[config.mk]
export PLATFORM = sky130hd
export DESIGN_NAME = sha256_stream_hash_core
export DESIGN_NICKNAME = d
export VERILOG_FILES = /design/src/rtl/sha_pkg.sv /design/src/rtl/sha_datapath.sv /design/src/rtl/sha_ctrl.sv /design/src/rtl/sha256_stream_hash_core.sv
export VERILOG_INCLUDE_DIRS = /design/src /design/src/rtl
export SDC_FILE = /design/constraint.sdc
export NUM_CORES = 2
export LEC_CHECK = 0
export BUFFER_PORTS_ARGS = -buffer_cell sky130_fd_sc_hd__buf_4
export CORE_MARGIN = 4
export CORE_UTILIZATION = 60
export CTS_BUF_LIST = sky130_fd_sc_hd__clkbuf_8
export CTS_CLUSTER_SIZE = 30
export DETAILED_ROUTE_END_ITERATION = 6
export PLACE_DENSITY = 0.79
export SLEW_MARGIN = 0
export SYNTH_ARGS = -nofsm -noshare
export SYNTH_HDL_FRONTEND = slang
export SYNTH_HIERARCHICAL = 1
export SYNTH_SLANG_ARGS = --single-unit
[constraint.sdc]
create_clock -name aclk -period 9.9 [get_ports aclk]
set_input_delay 1.98 -clock aclk [delete_from_list [all_inputs] [get_ports aclk]]
set_output_delay 1.98 -clock aclk [all_outputs]
set_load 0.01 [all_outputs]
[src/rtl/sha256_stream_hash_core_defines.svh]
// ============================================================================
// SHA-256 stream hash core: assertion macros
// Shared assertion wrappers; defining ASSERT_OFF removes every check.
// ============================================================================
`ifndef SHA256_STREAM_HASH_CORE_DEFINES_SVH
`define SHA256_STREAM_HASH_CORE_DEFINES_SVH

`ifndef ASSERT_OFF
`define SHA_ASSERT(lbl, clk, rst_n, prop, msg) \
    lbl: assert property (@(posedge clk) disable iff (!rst_n) prop) else $error(msg);
`define SHA_ASSERT_ALWAYS(lbl, clk, prop, msg) \
    lbl: assert property (@(posedge clk) prop) else $error(msg);
`else
`define SHA_ASSERT(lbl, clk, rst_n, prop, msg)
`define SHA_ASSERT_ALWAYS(lbl, clk, prop, msg)
`endif

`endif

[src/rtl/sha_pkg.sv]
// ============================================================================
// SHA-256 package
// Constants, round functions and the controller/datapath interface types.
// ============================================================================
`default_nettype none

package sha_pkg;

    localparam logic [31:0] SHA_IV [0:7] = '{
        32'h6a09e667, 32'hbb67ae85, 32'h3c6ef372, 32'ha54ff53a,
        32'h510e527f, 32'h9b05688c, 32'h1f83d9ab, 32'h5be0cd19
    };

    localparam logic [31:0] SHA_K [0:63] = '{
        32'h428a2f98, 32'h71374491, 32'hb5c0fbcf, 32'he9b5dba5,
        32'h3956c25b, 32'h59f111f1, 32'h923f82a4, 32'hab1c5ed5,
        32'hd807aa98, 32'h12835b01, 32'h243185be, 32'h550c7dc3,
        32'h72be5d74, 32'h80deb1fe, 32'h9bdc06a7, 32'hc19bf174,
        32'he49b69c1, 32'hefbe4786, 32'h0fc19dc6, 32'h240ca1cc,
        32'h2de92c6f, 32'h4a7484aa, 32'h5cb0a9dc, 32'h76f988da,
        32'h983e5152, 32'ha831c66d, 32'hb00327c8, 32'hbf597fc7,
        32'hc6e00bf3, 32'hd5a79147, 32'h06ca6351, 32'h14292967,
        32'h27b70a85, 32'h2e1b2138, 32'h4d2c6dfc, 32'h53380d13,
        32'h650a7354, 32'h766a0abb, 32'h81c2c92e, 32'h92722c85,
        32'ha2bfe8a1, 32'ha81a664b, 32'hc24b8b70, 32'hc76c51a3,
        32'hd192e819, 32'hd6990624, 32'hf40e3585, 32'h106aa070,
        32'h19a4c116, 32'h1e376c08, 32'h2748774c, 32'h34b0bcb5,
        32'h391c0cb3, 32'h4ed8aa4a, 32'h5b9cca4f, 32'h682e6ff3,
        32'h748f82ee, 32'h78a5636f, 32'h84c87814, 32'h8cc70208,
        32'h90befffa, 32'ha4506ceb, 32'hbef9a3f7, 32'hc67178f2
    };

    localparam logic [7:0] PAD_MARK_BYTE = 8'h80;
    localparam logic [5:0] LEN_START     = 6'd56;
    localparam logic [5:0] FILL_LAST     = 6'd63;
    localparam logic [5:0] ROUND_LAST    = 6'd63;
    localparam logic [2:0] WORD_LAST     = 3'd7;

    typedef enum logic [2:0] {
        ST_IN,
        ST_PAD_MARK,
        ST_PAD_ZERO,
        ST_PAD_LEN,
        ST_COMP,
        ST_ADD,
        ST_OUT
    } sha_state_t;

    typedef enum logic [1:0] {
        RET_IN,
        RET_MARK,
        RET_ZERO,
        RET_OUT
    } sha_ret_t;

    typedef enum logic [1:0] {
        BSEL_IN,
        BSEL_MARK,
        BSEL_ZERO,
        BSEL_LEN
    } sha_bsel_t;

    typedef struct packed {
        logic       shift_en;
        sha_bsel_t  byte_sel;
        logic [2:0] len_idx;
        logic       len_inc;
        logic       work_load;
        logic       round_en;
        logic [5:0] round_idx;
        logic       chain_add;
        logic       chain_init;
        logic       out_load;
        logic [2:0] out_idx;
    } sha_cmd_t;

    typedef struct packed {
        logic out_free;
    } sha_stat_t;

    function automatic logic [31:0] rotr(input logic [31:0] x, input int unsigned n);
        return (x >> n) | (x << (32 - n));
    endfunction

    function automatic logic [31:0] bsig0(input logic [31:0] x);
        return rotr(x, 2) ^ rotr(x, 13) ^ rotr(x, 22);
    endfunction

    function automatic logic [31:0] bsig1(input logic [31:0] x);
        return rotr(x, 6) ^ rotr(x, 11) ^ rotr(x, 25);
    endfunction

    function automatic logic [31:0] ssig0(input logic [31:0] x);
        return rotr(x, 7) ^ rotr(x, 18) ^ (x >> 3);
    endfunction

    function automatic logic [31:0] ssig1(input logic [31:0] x);
        return rotr(x, 17) ^ rotr(x, 19) ^ (x >> 10);
    endfunction

endpackage

`default_nettype wire

[src/rtl/sha_datapath.sv]
// ============================================================================
// SHA-256 datapath
// Block shift register used as message schedule, round registers, chaining
// words, bit-length counter and the output register.
// ============================================================================
`default_nettype none
`include "sha256_stream_hash_core_defines.svh"

module sha_datapath (
    input  wire logic             aclk,
    input  wire logic             aresetn,
    input  wire logic [7:0]       in_byte,
    input  wire sha_pkg::sha_cmd_t cmd,
    output sha_pkg::sha_stat_t    stat,
    output logic [31:0]           out_word,
    output logic [2:0]            out_num,
    output logic                  out_last,
    output logic                  out_valid,
    input  wire logic             out_ready
);
    import sha_pkg::*;

    logic [511:0] blk_reg, blk_next;
    logic [31:0]  work_reg [0:7];
    logic [31:0]  chain_reg [0:7];
    logic [63:0]  len_reg;
    logic         out_valid_reg;
    logic [31:0]  out_word_reg;
    logic [2:0]   out_num_reg;

    logic [7:0]   byte_mux;
    logic [31:0]  w_cur;
    logic [31:0]  w_new;
    logic [31:0]  t1;
    logic [31:0]  t2;
    logic [31:0]  ch;
    logic [31:0]  maj;

    always_comb begin
        case (cmd.byte_sel)
            BSEL_IN:   byte_mux = in_byte;
            BSEL_MARK: byte_mux = PAD_MARK_BYTE;
            BSEL_ZERO: byte_mux = 8'h00;
            BSEL_LEN:  byte_mux = len_reg[{~cmd.len_idx, 3'b000} +: 8];
            default:   byte_mux = 8'h00;
        endcase
    end

    assign w_cur = blk_reg[511:480];
    assign w_new = ssig1(blk_reg[63:32]) + blk_reg[223:192]
                 + ssig0(blk_reg[479:448]) + blk_reg[511:480];

    assign ch  = (work_reg[4] & work_reg[5]) ^ (~work_reg[4] & work_reg[6]);
    assign maj = (work_reg[0] & work_reg[1]) ^ (work_reg[0] & work_reg[2])
               ^ (work_reg[1] & work_reg[2]);
    assign t1  = work_reg[7] + bsig1(work_reg[4]) + ch + SHA_K[cmd.round_idx] + w_cur;
    assign t2  = bsig0(work_reg[0]) + maj;

    always_comb begin
        blk_next = blk_reg;
        if (cmd.shift_en) begin
            blk_next = {blk_reg[503:0], byte_mux};
        end else if (cmd.round_en) begin
            blk_next = {blk_reg[479:0], w_new};
        end
    end

    always_ff @(posedge aclk) begin
        blk_reg <= blk_next;
        if (cmd.work_load) begin
            for (int i = 0; i < 8; i++) begin
                work_reg[i] <= chain_reg[i];
            end
        end else if (cmd.round_en) begin
            work_reg[0] <= t1 + t2;
            work_reg[1] <= work_reg[0];
            work_reg[2] <= work_reg[1];
            work_reg[3] <= work_reg[2];
            work_reg[4] <= work_reg[3] + t1;
            work_reg[5] <= work_reg[4];
            work_reg[6] <= work_reg[5];
            work_reg[7] <= work_reg[6];
        end
    end

    always_ff @(posedge aclk) begin
        if (!aresetn) begin
            for (int i = 0; i < 8; i++) begin
                chain_reg[i] <= SHA_IV[i];
            end
            len_reg <= '0;
        end else begin
            if (cmd.chain_init) begin
                for (int i = 0; i < 8; i++) begin
                    chain_reg[i] <= SHA_IV[i];
                end
                len_reg <= '0;
            end else begin
                if (cmd.chain_add) begin
                    for (int i = 0; i < 8; i++) begin
                        chain_reg[i] <= chain_reg[i] + work_reg[i];
                    end
                end
                if (cmd.len_inc) begin
                    len_reg <= len_reg + 64'd8;
                end
            end
        end
    end

    assign stat.out_free = !out_valid_reg || out_ready;

    always_ff @(posedge aclk) begin
        if (!aresetn) begin
            out_valid_reg <= 1'b0;
        end else if (cmd.out_load) begin
            out_valid_reg <= 1'b1;
        end else if (out_ready) begin
            out_valid_reg <= 1'b0;
        end
    end

    always_ff @(posedge aclk) begin
        if (cmd.out_load) begin
            out_word_reg <= chain_reg[cmd.out_idx];
            out_num_reg  <= cmd.out_idx;
        end
    end

    assign out_word  = out_word_reg;
    assign out_num   = out_num_reg;
    assign out_last  = (out_num_reg == WORD_LAST);
    assign out_valid = out_valid_reg;

    `SHA_ASSERT(a_load_needs_slot, aclk, aresetn, cmd.out_load |-> stat.out_free,
        "Digest word loaded while the output register is still occupied.")
    `SHA_ASSERT(a_shift_xor_round, aclk, aresetn, !(cmd.shift_en && cmd.round_en),
        "Byte shift and schedule shift requested in the same cycle.")

endmodule

`default_nettype wire

[src/rtl/sha_ctrl.sv]
// ============================================================================
// SHA-256 controller
// Sequences byte loading, padding, the 64 compression rounds and the
// digest readout.
// ============================================================================
`default_nettype none
`include "sha256_stream_hash_core_defines.svh"

module sha_ctrl (
    input  wire logic             aclk,
    input  wire logic             aresetn,
    input  wire logic             in_valid,
    input  wire logic             in_present,
    input  wire logic             in_end,
    output logic                  in_ready,
    output sha_pkg::sha_cmd_t     cmd,
    input  wire sha_pkg::sha_stat_t stat
);
    import sha_pkg::*;

    sha_state_t state_reg, state_next;
    sha_ret_t   ret_reg, ret_next;
    logic [5:0] fill_reg, fill_next;
    logic [5:0] rnd_reg, rnd_next;
    logic [2:0] widx_reg, widx_next;

    always_ff @(posedge aclk) begin
        if (!aresetn) begin
            state_reg <= ST_IN;
            ret_reg   <= RET_IN;
            fill_reg  <= '0;
            rnd_reg   <= '0;
            widx_reg  <= '0;
        end else begin
            state_reg <= state_next;
            ret_reg   <= ret_next;
            fill_reg  <= fill_next;
            rnd_reg   <= rnd_next;
            widx_reg  <= widx_next;
        end
    end

    always_comb begin
        state_next = state_reg;
        ret_next   = ret_reg;
        fill_next  = fill_reg;
        rnd_next   = rnd_reg;
        widx_next  = widx_reg;
        in_ready   = 1'b0;

        cmd            = '0;
        cmd.byte_sel   = BSEL_IN;
        cmd.len_idx    = fill_reg[2:0];
        cmd.round_idx  = rnd_reg;
        cmd.out_idx    = widx_reg;

        case (state_reg)
            ST_IN: begin
                in_ready = 1'b1;
                if (in_valid) begin
                    if (in_present) begin
                        cmd.shift_en = 1'b1;
                        cmd.len_inc  = 1'b1;
                        fill_next    = fill_reg + 6'd1;
                        if (fill_reg == FILL_LAST) begin
                            cmd.work_load = 1'b1;
                            ret_next      = in_end ? RET_MARK : RET_IN;
                            state_next    = ST_COMP;
                        end else if (in_end) begin
                            state_next = ST_PAD_MARK;
                        end
                    end else if (in_end) begin
                        state_next = ST_PAD_MARK;
                    end
                end
            end
            ST_PAD_MARK: begin
                cmd.shift_en = 1'b1;
                cmd.byte_sel = BSEL_MARK;
                fill_next    = fill_reg + 6'd1;
                if (fill_reg == FILL_LAST) begin
                    cmd.work_load = 1'b1;
                    ret_next      = RET_ZERO;
                    state_next    = ST_COMP;
                end else begin
                    state_next = ST_PAD_ZERO;
                end
            end
            ST_PAD_ZERO: begin
                if (fill_reg == LEN_START) begin
                    state_next = ST_PAD_LEN;
                end else begin
                    cmd.shift_en = 1'b1;
                    cmd.byte_sel = BSEL_ZERO;
                    fill_next    = fill_reg + 6'd1;
                    if (fill_reg == FILL_LAST) begin
                        cmd.work_load = 1'b1;
                        ret_next      = RET_ZERO;
                        state_next    = ST_COMP;
                    end
                end
            end
            ST_PAD_LEN: begin
                cmd.shift_en = 1'b1;
                cmd.byte_sel = BSEL_LEN;
                fill_next    = fill_reg + 6'd1;
                if (fill_reg == FILL_LAST) begin
                    cmd.work_load = 1'b1;
                    ret_next      = RET_OUT;
                    state_next    = ST_COMP;
                end
            end
            ST_COMP: begin
                cmd.round_en = 1'b1;
                rnd_next     = rnd_reg + 6'd1;
                if (rnd_reg == ROUND_LAST) begin
                    state_next = ST_ADD;
                end
            end
            ST_ADD: begin
                cmd.chain_add = 1'b1;
                case (ret_reg)
                    RET_IN:   state_next = ST_IN;
                    RET_MARK: state_next = ST_PAD_MARK;
                    RET_ZERO: state_next = ST_PAD_ZERO;
                    RET_OUT:  state_next = ST_OUT;
                    default:  state_next = ST_IN;
                endcase
            end
            ST_OUT: begin
                if (stat.out_free) begin
                    cmd.out_load = 1'b1;
                    widx_next    = widx_reg + 3'd1;
                    if (widx_reg == WORD_LAST) begin
                        cmd.chain_init = 1'b1;
                        state_next     = ST_IN;
                    end
                end
            end
            default: begin
                state_next = ST_IN;
            end
        endcase
    end

    `SHA_ASSERT(a_out_fill_empty, aclk, aresetn, (state_reg == ST_OUT) |-> (fill_reg == 6'd0),
        "Digest readout started with a partly filled block.")
    `SHA_ASSERT(a_round_idle_zero, aclk, aresetn,
        (state_reg != ST_COMP) |-> (rnd_reg == 6'd0),
        "Round counter left nonzero outside compression.")
    `SHA_ASSERT(a_final_to_out, aclk, aresetn,
        (state_reg == ST_ADD && ret_reg == RET_OUT) |=> (state_reg == ST_OUT),
        "Final block did not lead to digest readout.")
    `SHA_ASSERT(a_len_after_zero, aclk, aresetn,
        (state_reg == ST_PAD_LEN) |-> (fill_reg >= LEN_START),
        "Length bytes placed before byte 56 of the block.")

endmodule

`default_nettype wire

[src/rtl/sha256_stream_hash_core.sv]
// ============================================================================
// SHA-256 stream hash core
// Byte-serial SHA-256 engine with a streaming input and a word output.
// ============================================================================
// Usage: each input transfer carries one byte on s_tdata, a byte-present flag
// on s_tuser and an end-of-message flag on s_tlast. A transfer with neither
// flag set changes nothing; end without a byte closes the message as it is.
// Bytes are shifted one per cycle, while s_tready is high, into a 512-bit
// block register. Each full block is then compressed in 64 rounds of a
// single round unit and folded into the chaining words with s_tready low.
// At the end of a message the controller shifts in padding and the bit
// length one byte per cycle, with an idle step in ST_PAD_ZERO before the
// length. When the length spills into an extra block, the mark and zero
// bytes close the current block, which is compressed, and zero bytes, the
// idle step and the length fill the extra one. The last block is compressed
// and the digest is emitted as eight 32-bit transfers on m_tdata, word
// number on m_tuser, m_tlast on the eighth word.
// A stalled receiver holds the current word in the output register and the
// engine waits; input is taken again once the eighth word is loaded.
// ============================================================================
`default_nettype none

module sha256_stream_hash_core (
    input  wire logic        aclk,
    input  wire logic        aresetn,
    input  wire logic        s_tvalid,
    output logic             s_tready,
    input  wire logic [7:0]  s_tdata,    // [7:0] data_byte
    input  wire logic [0:0]  s_tuser,    // [0] byte_present
    input  wire logic        s_tlast,
    output logic             m_tvalid,
    input  wire logic        m_tready,
    output logic [31:0]      m_tdata,    // [31:0] digest_word
    output logic [2:0]       m_tuser,    // [2:0] word_number
    output logic             m_tlast
);
    import sha_pkg::*;

    sha_cmd_t  cmd;
    sha_stat_t stat;

    sha_ctrl u_ctrl (
        .aclk       (aclk),
        .aresetn    (aresetn),
        .in_valid   (s_tvalid),
        .in_present (s_tuser[0]),
        .in_end     (s_tlast),
        .in_ready   (s_tready),
        .cmd        (cmd),
        .stat       (stat)
    );

    sha_datapath u_datapath (
        .aclk      (aclk),
        .aresetn   (aresetn),
        .in_byte   (s_tdata),
        .cmd       (cmd),
        .stat      (stat),
        .out_word  (m_tdata),
        .out_num   (m_tuser),
        .out_last  (m_tlast),
        .out_valid (m_tvalid),
        .out_ready (m_tready)
    );

endmodule

`default_nettype wire

Yosys cells after proc, flatten, opt, wreduce, memory -nomap -nowiden:

Memory sizes are Yosys's and may differ from the RTL's. A register that Yosys moved wholly into a read port is not among the register bits.
Cells that the tools add are included.

* shift-type cells: 1
* bitwise gates (word level): 54
* equality and inequality tests: 25
* reduce and logical (&&, ||, !) cells: 15
* order comparisons: 1
* muxes and demuxes: 85
* add/sub/neg operators: 22

Operator list (number)
* $mux W512: 2
* $mux W32: 26
* $add A32 B32 Y32: 18
* $xor A32 B32 Y32: 9
* $and A32 B32 Y32: 5
* $add A64 B4 Y64 const B: 1
* $shiftx A64 B7 Y8: 1
* $mux W3: 11
* $not A32 Y32: 1
* $or A10 B32 Y32: 1
* $or A13 B32 Y32: 1
* $or A14 B32 Y32: 1
* $or A15 B32 Y32: 1
* $or A19 B32 Y32: 1
* $or A21 B32 Y32: 1
* $or A25 B32 Y32: 1
* $or A26 B32 Y32: 1
* $or A30 B32 Y32: 1
* $or A7 B32 Y32: 1
* $pmux W8 S4: 1
* $xor A32 B22 Y32: 1
* $xor A32 B29 Y32: 1
* $mux W1: 25
* $or A1 B1 Y1: 24
* other kinds (33): 67

* memories kept: 3
* output and inout port bits: 38
* ROM bits: 2048
* input bits: 14
* register bits: 600
* RAM bits: 512

Memory list
* (name not given): words 64, width 32, rd ports 1, clocked after Yosys merged registers in 0, write ports 0, RTL line sha_datapath.sv:56 `assign t1 = work_reg[7] + bsig1(work_reg[4]) + ch + SHA_K[cmd.round_idx] + w_cur;`
* u_datapath.chain_reg: words 8, width 32, rd ports 9, clocked after Yosys merged registers in 1, write ports 8, RTL line sha_datapath.sv:25 `logic [31:0] chain_reg [0:7];`
* u_datapath.work_reg: words 8, width 32, rd ports 8, clocked after Yosys merged registers in 0, write ports 8, RTL line sha_datapath.sv:24 `logic [31:0] work_reg [0:7];`

Depth between registers and ports, before layout:

An unclocked memory read counts as a cell.

* depth after elaboration: 10
* gate-level depth with buffers: 39
* depth with buffers taken out: 39

Modules after synthesis:

The synthesis kept the hierarchy.

By module, submodules not included
* sha_datapath: times used 1, area an instance 74870.6 µm², cells each 6904, sequential area each 32721.4 µm²
* sha_ctrl: times used 1, area an instance 1134.8 µm², cells each 137, sequential area each 400.4 µm²

Worst setup path before layout:

No wires, ideal clock.

* path type: input -> register
* from: input s_tvalid
* to: register u_datapath.blk_reg[0], enable pin
* setup slack: -0.470 ns
* setup time: 0.667 ns
* data arrival time: 9.703 ns
* required time: 9.233 ns
* path buffers: 4
* stages on the path: 8
* cells stage by stage: a211oi_1 > a211o_1 > inv_2 > clkbuf_1 > clkbuf_1 > clkbuf_1 > clkbuf_1 > or2_2

RTL lines
* start: declaration: RTL line sha256_stream_hash_core.sv:26 `input wire logic s_tvalid,`
* end signal: assignment: RTL line sha_datapath.sv:69 `blk_reg <= blk_next;`
* end: declaration: RTL line sha_datapath.sv:23 `logic [511:0] blk_reg, blk_next;`

==> qor.csv <==
metric,value,unit
outcome,completed,
clk slew on worst S/H paths,0.06,ns
synthesized net count,7642,
number of hold-slack violations in the final timing report,0,
number of global-route vias before repair,54532,
placed insts,8489,
unrepaired setup endpoints after global routing,false,
area inside the core boundary,0.126,mm²
Crit path buffers/inverters,3,
Mapped Cells,7041,
Synth Area in Simple Gates,10.4,%
Worst setup EP type,flop,
flip-flop count of the largest register after layout,512,
clock tree from TritonCTS,built,
setup fix buffers added after clock tree synthesis,0,
Worst Hold Launch,u_ctrl/fill_reg[5],
number of top-level design ports,52,
number of buffers created by CTS,189,
leakage power figure,31.5,nW
Fill cells,9568,
post-route clock skew,0.0600,ns
HPWL after DPL,162000,µm
share of synthesized registers carrying an async set or reset,0,%
largest buffer count on any clock path,3,
count of synthesis-stage warnings from yosys,6,
Worst Path Arrival,10.00,ns
Hold EP,u_ctrl/fill_reg[5],
Clock Sink Count,1141,
Initial Utilization,60.4,%
"most common cell after layout, fill and taps aside",edfxtp_1,
Cell Pwr Density,251,mW/mm²
remaining global-route overflow,0,
"post-synthesis share of cell area spent on full adders, half adders and majority gates",11.6,%
height of the chip,364,µm
"Primary FF master, synth",edfxtp_1,
routed vias,56220,
average footprint of a synthesized cell,10.8,µm²
combined global-route utilization of all metal layers,32.9,%
sequential-to-total area share from yosys stat,43.6,%
Die Footprint,0.132,mm²
area grow syn2layout,7.38,%
Fmax achieved,0.107,GHz
worst flop-to-flop path startpoint,u_ctrl/rnd_reg[0],
wire length of the first global-routing pass,331000,µm
XOR/XNOR Fraction of Synth Area,7.25,%
shortest clock period the worst path allows after layout,9.32,ns
cell type with the highest occurrence count on the critical path,a21oi_1,
largest cells by area after synthesis,"edfxtp_1, mux2_2, ha_1, fa_1, nand2_1",
count of cells resized by post-cts repair,0,
number of cells on the worst reg-to-reg path,31,
gate family responsible for the most delay along the worst path,compound AO/OA/AOI/OAI gates,
Total Nets Final,7631,
number of detailed-routing iterations run before antenna repair,6,
mean number of vias per cell,6.36,
standard-cell row count,130,
Tightest Pin Transition,1.12,ns
count of unique library cells instantiated by Yosys,102,
worst hold stages,2,
"leading cell types in the layout, fill and taps excluded","edfxtp_1, nand2_1, mux2_2",
fraction of final layout cells with drive strength greater than 1,14.8,%
"Cell Count, Final, Fillers Out",8836,
worst skew pair latency,0.96,ns
total negative slack,0,ns
post-synthesis mux area share,11.6,%
netlist area before placement,0.0760,mm²
worst vdd rail ir drop,0.344,mV
Required @ worst endpoint,10.58,ns
main combinational cell family by area after synthesis,adder cells,
DRC viols,0,
drt first-iter violations,6787,
Final Cell Area,0.0816,mm²
Max transition margin,24.4,%
largest stage delay on the critical path,0.74,ns
Max Slew Vio Count,0,
routed wire length,220000,µm
post-route fraction of the period consumed by the critical path,94.1,%
final count of negative-setup-slack endpoints,0,
number of synthesized flops with an enable pin,1027,
critical path class,reg2reg,
highest net fanout along the worst path,20,
area fraction in compound gates after synthesis,11.6,%
hold buffer count at CTS,0,
CP max-delay cell,ha_1,
terminus of the critical flop-to-flop path,u_datapath/work_reg[0][159],
Tightest Hold Check Type,reg2reg,
level count of the clock H-tree,4,
worst hold slack,0.493,ns
total of max-cap violations,0,
initial antenna violation count,10,
clock tree root driver cell,clkbuf_8,
antenna-violating nets left,0,
placed cell areas,0.0779,mm²
post-synth top area share,40.6,%
largest net degree at the start of global routing,196,
Synth Register Bits,1141,
I/O Buffers,51,
Die Wd,364,µm
Worst R2R Setup Slack,0.58,ns
gpl congestion,1.02,
top cell type by total area after synthesis,edfxtp_1,
Avg WL per Cell,24.9,µm
kind of start point of the critical path,flop,
how the worst max path moves through the flow:
stage | from | to | depth (start not counted) | slack (ns)
2_1_floorplan | u_ctrl/rnd_reg[1] | u_datapath/work_reg[0][31] | 34 | 1.66
6_report | u_ctrl/rnd_reg[0] | u_datapath/work_reg[0][159] | 31 | 0.58
4_1_cts | u_ctrl/rnd_reg[0] | u_datapath/work_reg[0][159] | 34 | 0.74
3_5_place_dp | u_ctrl/rnd_reg[0] | u_datapath/work_reg[0][159] | 34 | 0.80
3_3_place_gp | u_ctrl/rnd_reg[0] | u_datapath/work_reg[0][31] | 36 | 0.86
5_1_grt | u_ctrl/rnd_reg[0] | u_datapath/work_reg[0][159] | 36 | 0.14
cell families (layout without fill, tap and decap cells):
group,count (synthesis),after routing
DFF,1141,1141
other,0,5
muxes,699,699
xor gates and xnor gates,626,626
AOI/OAI and AO/OA,1391,1391
buffers and inverters,809,949
and+or+nand+nor,1784,1784
adders and majority gates,591,591
per-layer routing:
layer	track usage [%]	part of all wire, %	vias to the layer above
li1	-	-	25218
met1	46.0	41	27509
met2	50.0	44	2961
met3	7.22	11	524
met4	13.7	4.5	8
met5	0	0.022	-
worst register-to-register path, delay by kind of cell, from the launching register on:
| kind | cells | cell delay (ns) |
|---|---|---|
| multiplexers | 1 | 0.27 |
| buffers and inverters | 3 | 0.40 |
| AND/OR/NAND/NOR | 4 | 0.85 |
| flip-flops | 1 | 0.33 |
| AO/OA/AOI/OAI | 16 | 4.37 |
| adder cells (fa/ha/maj) | 5 | 2.50 |
| XOR/XNOR | 2 | 0.37 |
metrics by stage:
stage	setup slack (ns)	util, %	total power [mW]
CTS	0.740	64.9	20.3
floorplan	1.66	-	13.3
detailed placement	0.802	62.0	16.1
global placement	0.856	62.0	15.9
global route	0.136	64.9	21.7
finish	0.580	64.9	20.5
Yosys cell counts, types with 10 or more instances:
| cell type | number |
|---|---|
| nor2b_1 | 52 |
| mux2i_1 | 61 |
| inv_1 | 482 |
| edfxtp_1 | 1027 |
| a311oi_1 | 14 |
| nor3_1 | 67 |
| and3_1 | 43 |
| nor3b_1 | 11 |
| o21a_1 | 64 |
| a31oi_1 | 55 |
| a211oi_1 | 51 |
| o21ai_0 | 313 |
| o21bai_1 | 51 |
| a21o_1 | 176 |
| nand2_1 | 867 |
| nand3_1 | 89 |
| and2_1 | 23 |
| a21oi_1 | 360 |
| xnor2_1 | 333 |
| clkbuf_1 | 272 |
| mux2_2 | 550 |
| mux4_2 | 88 |
| nor2_1 | 413 |
| xor2_1 | 291 |
| fa_1 | 195 |
| o31ai_1 | 25 |
| a211o_1 | 22 |
| or3_1 | 42 |
| dfxtp_1 | 114 |
| buf_1 | 42 |
| and4_1 | 11 |
| nand4_1 | 44 |
| o21ai_1 | 78 |
| ha_1 | 392 |
| nand2b_1 | 70 |
| o211ai_1 | 30 |
| or2_2 | 12 |
| o41ai_1 | 10 |
layout make-up:
cell class	instances	area, µm²	share of cell area [%]
antenna	5	12.5	0.0153
sequential	1141	33100	40.6
clock inverter	141	901	1.10
inverter	488	1840	2.26
clock buffer	201	2770	3.39
tap	1650	2060	2.53
multi-input combinational	5091	39900	48.9
timing repair buffer	119	1020	1.25
where the power goes:
group / switching [mW] / total [mW] / internal, mW
Combinational: 5.86 / 9.89 / 4.03
Clock: 2.03 / 4.13 / 2.10
Sequential: 0.426 / 6.45 / 6.03
Total: 8.31 / 20.5 / 12.2
No activity file was read; power rests on OpenSTA's default activity.
